## src/rtl/las_pkg.sv

```systemverilog
package las_pkg;

  localparam int RESIDUE_W      = 8;
  localparam int SCORE_W        = 10;
  localparam int QUERY_END_W    = 7;
  localparam int DATABASE_END_W = 13;
  localparam int MATCH_W        = 4;
  localparam int PENALTY_W      = 10;
  localparam int CFG_INDEX_W    = 2;
  localparam int CFG_DATA_W     = 10;
  // Signed width for cell arithmetic: covers ceiling + match and -penalty.
  localparam int CALC_W         = 12;

  localparam logic [SCORE_W-1:0] SCORE_CEILING = 10'd1023;

  localparam logic CMD_QUERY    = 1'b0;
  localparam logic CMD_DATABASE = 1'b1;

  localparam logic [CFG_INDEX_W-1:0] REG_MATCH    = 2'd0;
  localparam logic [CFG_INDEX_W-1:0] REG_MISMATCH = 2'd1;
  localparam logic [CFG_INDEX_W-1:0] REG_GAP      = 2'd2;

  localparam logic [MATCH_W-1:0]   MATCH_RESET    = 4'd1;
  localparam logic [PENALTY_W-1:0] MISMATCH_RESET = 10'd1023;
  localparam logic [PENALTY_W-1:0] GAP_RESET      = 10'd1023;

  typedef struct packed {
    logic [MATCH_W-1:0]   match_score;
    logic [PENALTY_W-1:0] mismatch_penalty;
    logic [PENALTY_W-1:0] gap_penalty;
  } las_cfg_t;

  // Control that travels with each step of the cell chain.
  typedef struct packed {
    logic valid;  // a database residue to score
    logic token;  // end of job: collect the best cell, clear the cell
  } las_ctl_t;

endpackage

```

## src/rtl/las_cell.sv

```systemverilog
module las_cell #(
  parameter int INDEX = 0,
  parameter int QW    = 7,
  parameter int DW    = 13
) (
  input  logic                          clk,
  input  logic                          rst,
  input  las_pkg::las_cfg_t             cfg,
  input  logic                          load_en,
  input  logic [las_pkg::RESIDUE_W-1:0] load_residue,
  input  las_pkg::las_ctl_t             in_ctl,
  input  logic [las_pkg::RESIDUE_W-1:0] in_residue,
  input  logic [DW-1:0]                 in_db,
  input  logic [las_pkg::SCORE_W-1:0]   in_up,
  input  logic [las_pkg::SCORE_W-1:0]   in_run_score,
  input  logic [QW-1:0]                 in_run_q,
  input  logic [DW-1:0]                 in_run_db,
  output las_pkg::las_ctl_t             out_ctl,
  output logic [las_pkg::RESIDUE_W-1:0] out_residue,
  output logic [DW-1:0]                 out_db,
  output logic [las_pkg::SCORE_W-1:0]   out_up,
  output logic [las_pkg::SCORE_W-1:0]   out_run_score,
  output logic [QW-1:0]                 out_run_q,
  output logic [DW-1:0]                 out_run_db
);
  import las_pkg::*;

  logic [RESIDUE_W-1:0] query;
  logic                 loaded;
  logic [SCORE_W-1:0]   h;         // H(i, j-1)
  logic [SCORE_W-1:0]   last_up;   // H(i-1, j-1)
  logic [SCORE_W-1:0]   best_score;
  logic [DW-1:0]        best_db;

  logic signed [CALC_W-1:0] s_diag, s_up, s_left, s_max;
  logic [SCORE_W-1:0]       score;
  logic                     score_act;
  logic [SCORE_W-1:0]       own_score;
  logic [DW-1:0]            own_db;

  always_comb begin
    if (query == in_residue) begin
      s_diag = signed'({2'b00, last_up}) + signed'({8'b0, cfg.match_score});
    end else begin
      s_diag = signed'({2'b00, last_up}) - signed'({2'b00, cfg.mismatch_penalty});
    end
    s_up   = signed'({2'b00, in_up}) - signed'({2'b00, cfg.gap_penalty});
    s_left = signed'({2'b00, h}) - signed'({2'b00, cfg.gap_penalty});
    s_max  = s_diag;
    if (s_up > s_max) begin
      s_max = s_up;
    end
    if (s_left > s_max) begin
      s_max = s_left;
    end
    if (s_max < 0) begin
      score = '0;
    end else if (s_max > signed'({2'b00, SCORE_CEILING})) begin
      score = SCORE_CEILING;
    end else begin
      score = s_max[SCORE_W-1:0];
    end

    score_act = in_ctl.valid && loaded;
    // Strictly greater keeps the earliest database position on ties.
    if (score_act && (score > best_score)) begin
      own_score = score;
      own_db    = in_db;
    end else begin
      own_score = best_score;
      own_db    = best_db;
    end
  end

  always_ff @(posedge clk) begin
    if (rst) begin
      loaded     <= 1'b0;
      h          <= '0;
      last_up    <= '0;
      best_score <= '0;
      out_ctl    <= '0;
    end else begin
      out_ctl <= in_ctl;
      if (in_ctl.token) begin
        loaded     <= 1'b0;
        h          <= '0;
        last_up    <= '0;
        best_score <= '0;
      end else begin
        if (load_en) begin
          loaded <= 1'b1;
        end
        if (score_act) begin
          h          <= score;
          last_up    <= in_up;
          best_score <= own_score;
        end
      end
    end
  end

  always_ff @(posedge clk) begin
    if (load_en) begin
      query <= load_residue;
    end
    if (score_act) begin
      best_db <= own_db;
    end
    out_residue <= in_residue;
    out_db      <= in_db;
    out_up      <= score;
    // Ties keep the running best: it comes from a smaller query position.
    if (own_score > in_run_score) begin
      out_run_score <= own_score;
      out_run_q     <= QW'(INDEX + 1);
      out_run_db    <= own_db;
    end else begin
      out_run_score <= in_run_score;
      out_run_q     <= in_run_q;
      out_run_db    <= in_run_db;
    end
  end

endmodule

```

## config.mk

```make
export PLATFORM = sky130hd
export DESIGN_NAME = las_cell
export DESIGN_NICKNAME = d
export VERILOG_FILES = /design/src/rtl/las_pkg.sv /design/src/rtl/las_cell.sv
export SDC_FILE = /design/constraint.sdc
export NUM_CORES = 1
export LEC_CHECK = 0
export ABC_AREA = 1
export BUFFER_PORTS_ARGS = -buffer_cell sky130_fd_sc_hd__buf_2
export CAP_MARGIN = 20
export CORE_UTILIZATION = 50
export CTS_BUF_LIST = sky130_fd_sc_hd__clkbuf_4 sky130_fd_sc_hd__clkbuf_8
export DETAILED_ROUTE_END_ITERATION = 12
export GPL_TIMING_DRIVEN = 0
export MAX_ROUTING_LAYER = met4
export PLACE_DENSITY = 0.75
export SYNTH_ARGS = -nofsm -noshare
export SYNTH_HDL_FRONTEND = slang
export SYNTH_SLANG_ARGS = --single-unit
export TNS_END_PERCENT = 5
```

## constraint.sdc

```tcl
create_clock -name clk -period 13.7 [get_ports clk]
set_clock_uncertainty 0.1 [all_clocks]
set_input_delay 2.74 -clock clk [delete_from_list [all_inputs] [get_ports clk]]
set_output_delay 2.74 -clock clk [all_outputs]
set_load 0.02 [all_outputs]
```

; Word-level counts from Yosys, hierarchy flattened
; Index checks and enable logic that the tools add are counted.
[op_classes]
n_addsub = 4
n_lt_le_gt_ge = 6
n_eq_ne = 1
mux = 9
n_reduce_logical = 3
[ops]
columns = cell, n
row1 = 2-to-1 mux 10 bit, 4
row2 = 2-to-1 mux 12 bit, 3
row3 = subtractor 10 x 10 -> 11 bit, 3
row4 = 2-to-1 mux 13 bit, 2
row5 = > comparator 11 x 12 -> 1 bit, 2
row6 = > comparator 10 bit, 2
row7 = > comparator 12 x 11 -> 1 bit (second input constant), 1
row8 = < comparator 12 x 1 -> 1 bit (second input constant), 1
row9 = adder 10 x 4 -> 11 bit, 1
row10 = equality test 8 bit, 1
row11 = logical AND 1 bit, 2
row12 = OR reduction 2 bit, 1
[word_totals]
ff_bits = 115
input_bits = 98
out_inout_bits = 63

; Depth between registers and ports, before layout
[depth]
depth_word = 14
ltp_mapped = 63
depth_no_buf = 60

; Worst setup path before layout
; OpenSTA, ideal clock, no wires.
[synth_timing]
kind = input to register
start = in cfg[20] in the netlist's numbering
end = reg out_run_db[1]
setup_time_ns = 0.074
arrival_time_ns = 10.213
required_ns = 13.526
slack_ns = 3.313
path_stages = 59
cell_sequence = ha_1 inv_1 fa_1 inv_1 a31oi_1 or2_2 nor2_1 xor2_1 inv_1 o21ai_0 inv_1 ha_1 nand2_1 nor2_1 a211oi_1 nor2_2 nor2_2 nand3_2 [... 23 more ...] inv_1 buf_2 nand3_2 nand2_2 inv_1 ha_1 inv_1 nor2_1 nor2_1 o21a_1 o21ai_0 a21boi_0 o21ai_0 nand2_1 clkinv_1 clkbuf_1 nor2_1 a31oi_1
[synth_between]
elab_chain_cells = 14
elab_cells_between_ends = 16
cone_classes = 1 x add/sub / 6 x order compare / 8 x mux / 1 x reduce/logical
[synth_lines]
columns = item, line_no
row1 = start: declaration, las_cell.sv:8  ; input las_pkg::las_cfg_t cfg,
row2 = adder 10 x 4 -> 11 bit (*), las_cell.sv:43  ; s_diag = signed'({2'b00, last_up}) + signed'({8'b0, cfg.match_score});
row3 = 2-to-1 mux 12 bit (*), las_cell.sv:42  ; if (query == in_residue) begin
row4 = > comparator 11 x 12 -> 1 bit, las_cell.sv:50  ; if (s_up > s_max) begin
row5 = 2-to-1 mux 12 bit (*), las_cell.sv:50
row6 = > comparator 11 x 12 -> 1 bit, las_cell.sv:53  ; if (s_left > s_max) begin
row7 = 2-to-1 mux 12 bit (*), las_cell.sv:53
row8 = > comparator 12 x 11 -> 1 bit, las_cell.sv:58  ; end else if (s_max > signed'({2'b00, SCORE_CEILING})) begin
row9 = 2-to-1 mux 10 bit, las_cell.sv:58
row10 = 2-to-1 mux 10 bit (*), las_cell.sv:56  ; if (s_max < 0) begin
row11 = net score[3], las_cell.sv:36  ; logic [SCORE_W-1:0] score;
row12 = > comparator 10 bit (*), las_cell.sv:66  ; if (score_act && (score > best_score)) begin
row13 = logical AND 1 bit (*), las_cell.sv:66
row14 = 2-to-1 mux 10 bit (*), las_cell.sv:66
row15 = net own_score[1], las_cell.sv:38  ; logic [SCORE_W-1:0] own_score;
row16 = > comparator 10 bit (*), las_cell.sv:113  ; if (own_score > in_run_score) begin
row17 = 2-to-1 mux 13 bit (*), las_cell.sv:113
row18 = end signal: assignment, las_cell.sv:116  ; out_run_db <= own_db;
row19 = end signal: assignment, las_cell.sv:120  ; out_run_db <= in_run_db;
row20 = end: declaration, las_cell.sv:24  ; output logic [DW-1:0] out_run_db
; The timed path passes the listed nets; every way through them passes the cells marked *.
; A chain may end at the register's enable or synchronous reset.

; Final worst setup path
[layout_timing]
start = in cfg[12] in the netlist's numbering
end = reg out_run_db[3]
[layout_between]
elab_chain_cells = 14
elab_cells_between_ends = 16
cone_classes = 1 x add/sub / 6 x order compare / 8 x mux / 1 x reduce/logical
[layout_lines]
columns = item, line_no
row1 = subtractor 10 x 10 -> 11 bit (*), las_cell.sv:45  ; s_diag = signed'({2'b00, last_up}) - signed'({2'b00, cfg.mismatch_penalty});
row2 = 2-to-1 mux 12 bit (*), las_cell.sv:42
row3 = > comparator 11 x 12 -> 1 bit, las_cell.sv:50
row4 = 2-to-1 mux 12 bit (*), las_cell.sv:50
row5 = > comparator 11 x 12 -> 1 bit, las_cell.sv:53
row6 = 2-to-1 mux 12 bit (*), las_cell.sv:53
row7 = > comparator 12 x 11 -> 1 bit, las_cell.sv:58
row8 = 2-to-1 mux 10 bit, las_cell.sv:58
row9 = 2-to-1 mux 10 bit (*), las_cell.sv:56
row10 = net score[7], las_cell.sv:36
row11 = > comparator 10 bit (*), las_cell.sv:66
row12 = logical AND 1 bit (*), las_cell.sv:66
row13 = 2-to-1 mux 10 bit (*), las_cell.sv:66
row14 = net own_score[1], las_cell.sv:38
row15 = > comparator 10 bit (*), las_cell.sv:113
row16 = 2-to-1 mux 13 bit (*), las_cell.sv:113
; Marked as above.

==> results by group <==
Worst setup path
  – Critical-path top delay cell: clkbuf_1
  – CP top delay family: simple AND/OR/NAND/NOR gates
  – Crit path DAT: roughly 12 ns
  – CP Buf/Inv Count: 10
  – Crit path required time: 13.97 ns
  – WS Path Type: in -> reg
  – Slowest Stage Delay on Critical Path: approximately 0.43 ns
  – Crit path max fanout: 10
  – Top cell by count, worst path: nand2_1
  – Critical Path Sink Type: flop
  – Worst setup SP type: input pin

Synth
  – Mapped Area: 7090 sq um
  – Seq/Total Area, Yosys: between 30% and 40%
  – Synth Flop Type: dfxtp_1
  – Syn Inst Count: 941
  – Syn avg cell area: 7.53 sq um
  – Syn nets: between 1000 and 1500
  – Async SR Flop Fraction: 0%
  – Post-synth EDFFs: 21
  – Post-synthesis cell type count: 42
  – Number of synthesized register bits: ~120
  – Syn. warnings: 0

Pwr
  – Internal: approximately 0.66 mW
  – Net Sw Frac: a little under two fifths
  – Maximum VDD drop: around 0.074 mV
  – Combinational share of power: 35.4%
  – Clock share of power: between 20 and 30%
  – Lkg Pwr: 4.59 nW
  – Sequential Power Share: about 36%
  – PwrDens: about 120 nW/um^2
  – NetSw: about 0.4 mW

Detailed routing
  – Via density: just under 5
  – Residual DRC: 0
  – Via count: 6480
  – Per-cell routed wire length: approximately 13 um
  – Routed Antenna Nets: 0
  – 1st-iter DRT viols: ~380
  – DR pass1 iterations: 5
  – WL final: between 15 and 20 mm

GRT
  – First-pass GRT wire length: 27.3 mm
  – Number of global-route vias before repair: 5856
  – Initial antenna violation count: 0
  – Largest net degree at the start of global routing: 18
  – Overflow after GRT: 0
  – Tot GR Track Use: 24.5%

Die
  – Die width: ~120 um
  – Row count: 43
  – Die height: between 100 and 150 um
  – I/O pin count: roughly 160
  – Core area: 13900 sq um
  – Die area: 14700 sq um
  – Initial cell density of the core: 51.1%

Cells and area
  – Most common cell after layout, fill and taps aside: nand2_1
  – Layout area overhead: 20.2%
  – Post-route cell area: ~8500 sq um
  – Fillers: 1275
  – Nets@finish: 1300
  – Area of the multi-input gates: ~3900 sq um
  – Post-Layout Cell Count: approximately 1300
  – FF/Latch Area: between 2000 and 3000 sq um
  – Most frequent cells in the layout: nand2_1 (226), buf_2 (163), inv_1 (148)
  – Layout cells sized above 1: between 20% and 30%
  – Diode count: 0

Timing
  – Fin crit period: roughly 12 ns
  – Final setup viols: 0
  – Highest clock rate: roughly 84 MHz
  – Fin crit share: between 80% and 90%
  – Hold Violations, Final: 0
  – Relative slew slack: 58.8%
  – Setup TNS: 0 ns
  – Actual slew at the worst max-slew pin: a little over 0.6 ns
  – RSZ-0062 raised after global routing: false
  – Min Hold Slack: 0.397 ns
  – Max Slew Vio Count: 0

Placement
  – Port Buffers: 160
  – DP HPWL: roughly 13 mm
  – Routability congestion estimate: roughly 0.9
  – Placed cells: 1282
  – Area after DPL: between 8000 and 9000 sq um

CTS
  – Num CTS Buffers: 17
  – Post-CTS Resized: 0
  – Clk Latency, worst-skew pair: between 0.4 and 0.5 ns
  – Hold Buf Count CTS: 0
  – CTS clk-pin slew, worst paths: around 0.08 ns
  – Longest Clk Path Bufs: 2
  – Clk sinks: approximately 120
  – H-tree depth: 4
  – CTS tree: built
  – Setup bufs post-CTS: 0
  – Root Driver: clkbuf_8

Run
  – Max-cap viol count: 0

Worst hold path
  – Worst hold path class: reg -> reg

Run status
  – Run status: complete, no violations
[registers in the layout, indices dropped and copies added, names as in the netlist]
register,flops
out_run_score,10
best_db,13
h,10
out_residue,8
out_up,10
best_score,10
loaded,1
out_db,13
out_run_db,13
out_ctl,2
query,8
out_run_q,7
last_up,10
[power by group through the flow]
stage	registers, mW	clock network, mW	logic [mW]
after detailed placement	0.383	0	0.369
after floorplan	0.408	0	0.247
after global placement	0.383	0	0.361
final	0.375	0.309	0.375
after CTS	0.375	0.314	0.372
after global routing	0.377	0.330	0.426
[stage by stage]
step / utilization (%) / worst slack (ns) / total power [mW]
6_report: 61.4 / 1.79 / 1.06
5_1_grt: 61.4 / 0.919 / 1.13
4_1_cts: 61.4 / 1.99 / 1.06
3_5_place_dp: 58.7 / 1.55 / 0.752
3_3_place_gp: 58.5 / 1.70 / 0.744
2_1_floorplan: - / 3.31 / 0.654
[Yosys cell counts (3+ instances only)]
cell type / number / area (sq um)
inv_1: 148 / 556
xnor2_1: 15 / 131
clkbuf_1: 17 / 63.8
nand4_1: 7 / 43.8
o21bai_1: 5 / 37.5
o21ai_0: 36 / 180
or2_2: 9 / 56.3
o211ai_1: 3 / 22.5
nor3_1: 7 / 35.0
nand2_2: 15 / 93.8
and2_1: 3 / 18.8
edfxtp_1: 21 / 631
fa_1: 4 / 80.1
nand2_1: 226 / 848
nand3_2: 10 / 100
o21ai_1: 9 / 45.0
nor2_1: 71 / 267
buf_2: 3 / 15.0
o21ai_2: 4 / 35.0
o31ai_1: 4 / 30.0
a21oi_1: 61 / 305
dfxtp_1: 94 / 1880
nand3_1: 31 / 155
nor2_2: 8 / 50.1
a31oi_1: 19 / 119
xor2_1: 12 / 105
ha_1: 77 / 963
[path summary, 6_finish.rpt]
kind         cells past startpoint  slack, ns             to        from
max                             58       1.79  out_run_db[3]     cfg[12]
max reg2reg                     56       3.86  out_run_db[3]  last_up[2]
min reg2reg                      2       0.40     last_up[0]  last_up[0]
min                              2       0.40     last_up[0]  last_up[0]
[tightest hold or removal path, cell delays in order, from the launching register on]
cell and delay (ns):
dfxtp_1 0.32, inv_1 0.07, a21oi_1 0.06
[logic make-up after synthesis]
kind of cell,count (synthesis),share of synthesized area [%]
AO/OA/AOI/OAI,151,12.1
XOR/XNOR,27,3.34
adder cells (fa/ha/maj),81,14.7
buffers and inverters,174,9.64
flip-flops,115,35.4
AND/OR/NAND/NOR,393,24.7
[final cells by class]
type,instances,area share [%]
well taps,180,2.64
clock inverters,13,1.45
inverters,151,6.65
multi-input cells,652,45.7
flip-flops and latches,115,29.5
repair buffers,161,9.72
clock buffers,19,3.00
plain buffers,23,1.37
[layer usage]
layer  vias to the layer above  global-route usage (%)  wire length, um
li1                       3394                       -                -
met1                      2878                    32.6             8080
met2                       188                    37.8             7480
met3                        20                    4.89              981
met4                         0                    7.18              190
met5                         -                       -                0
(Power assumes the default switching activity.)
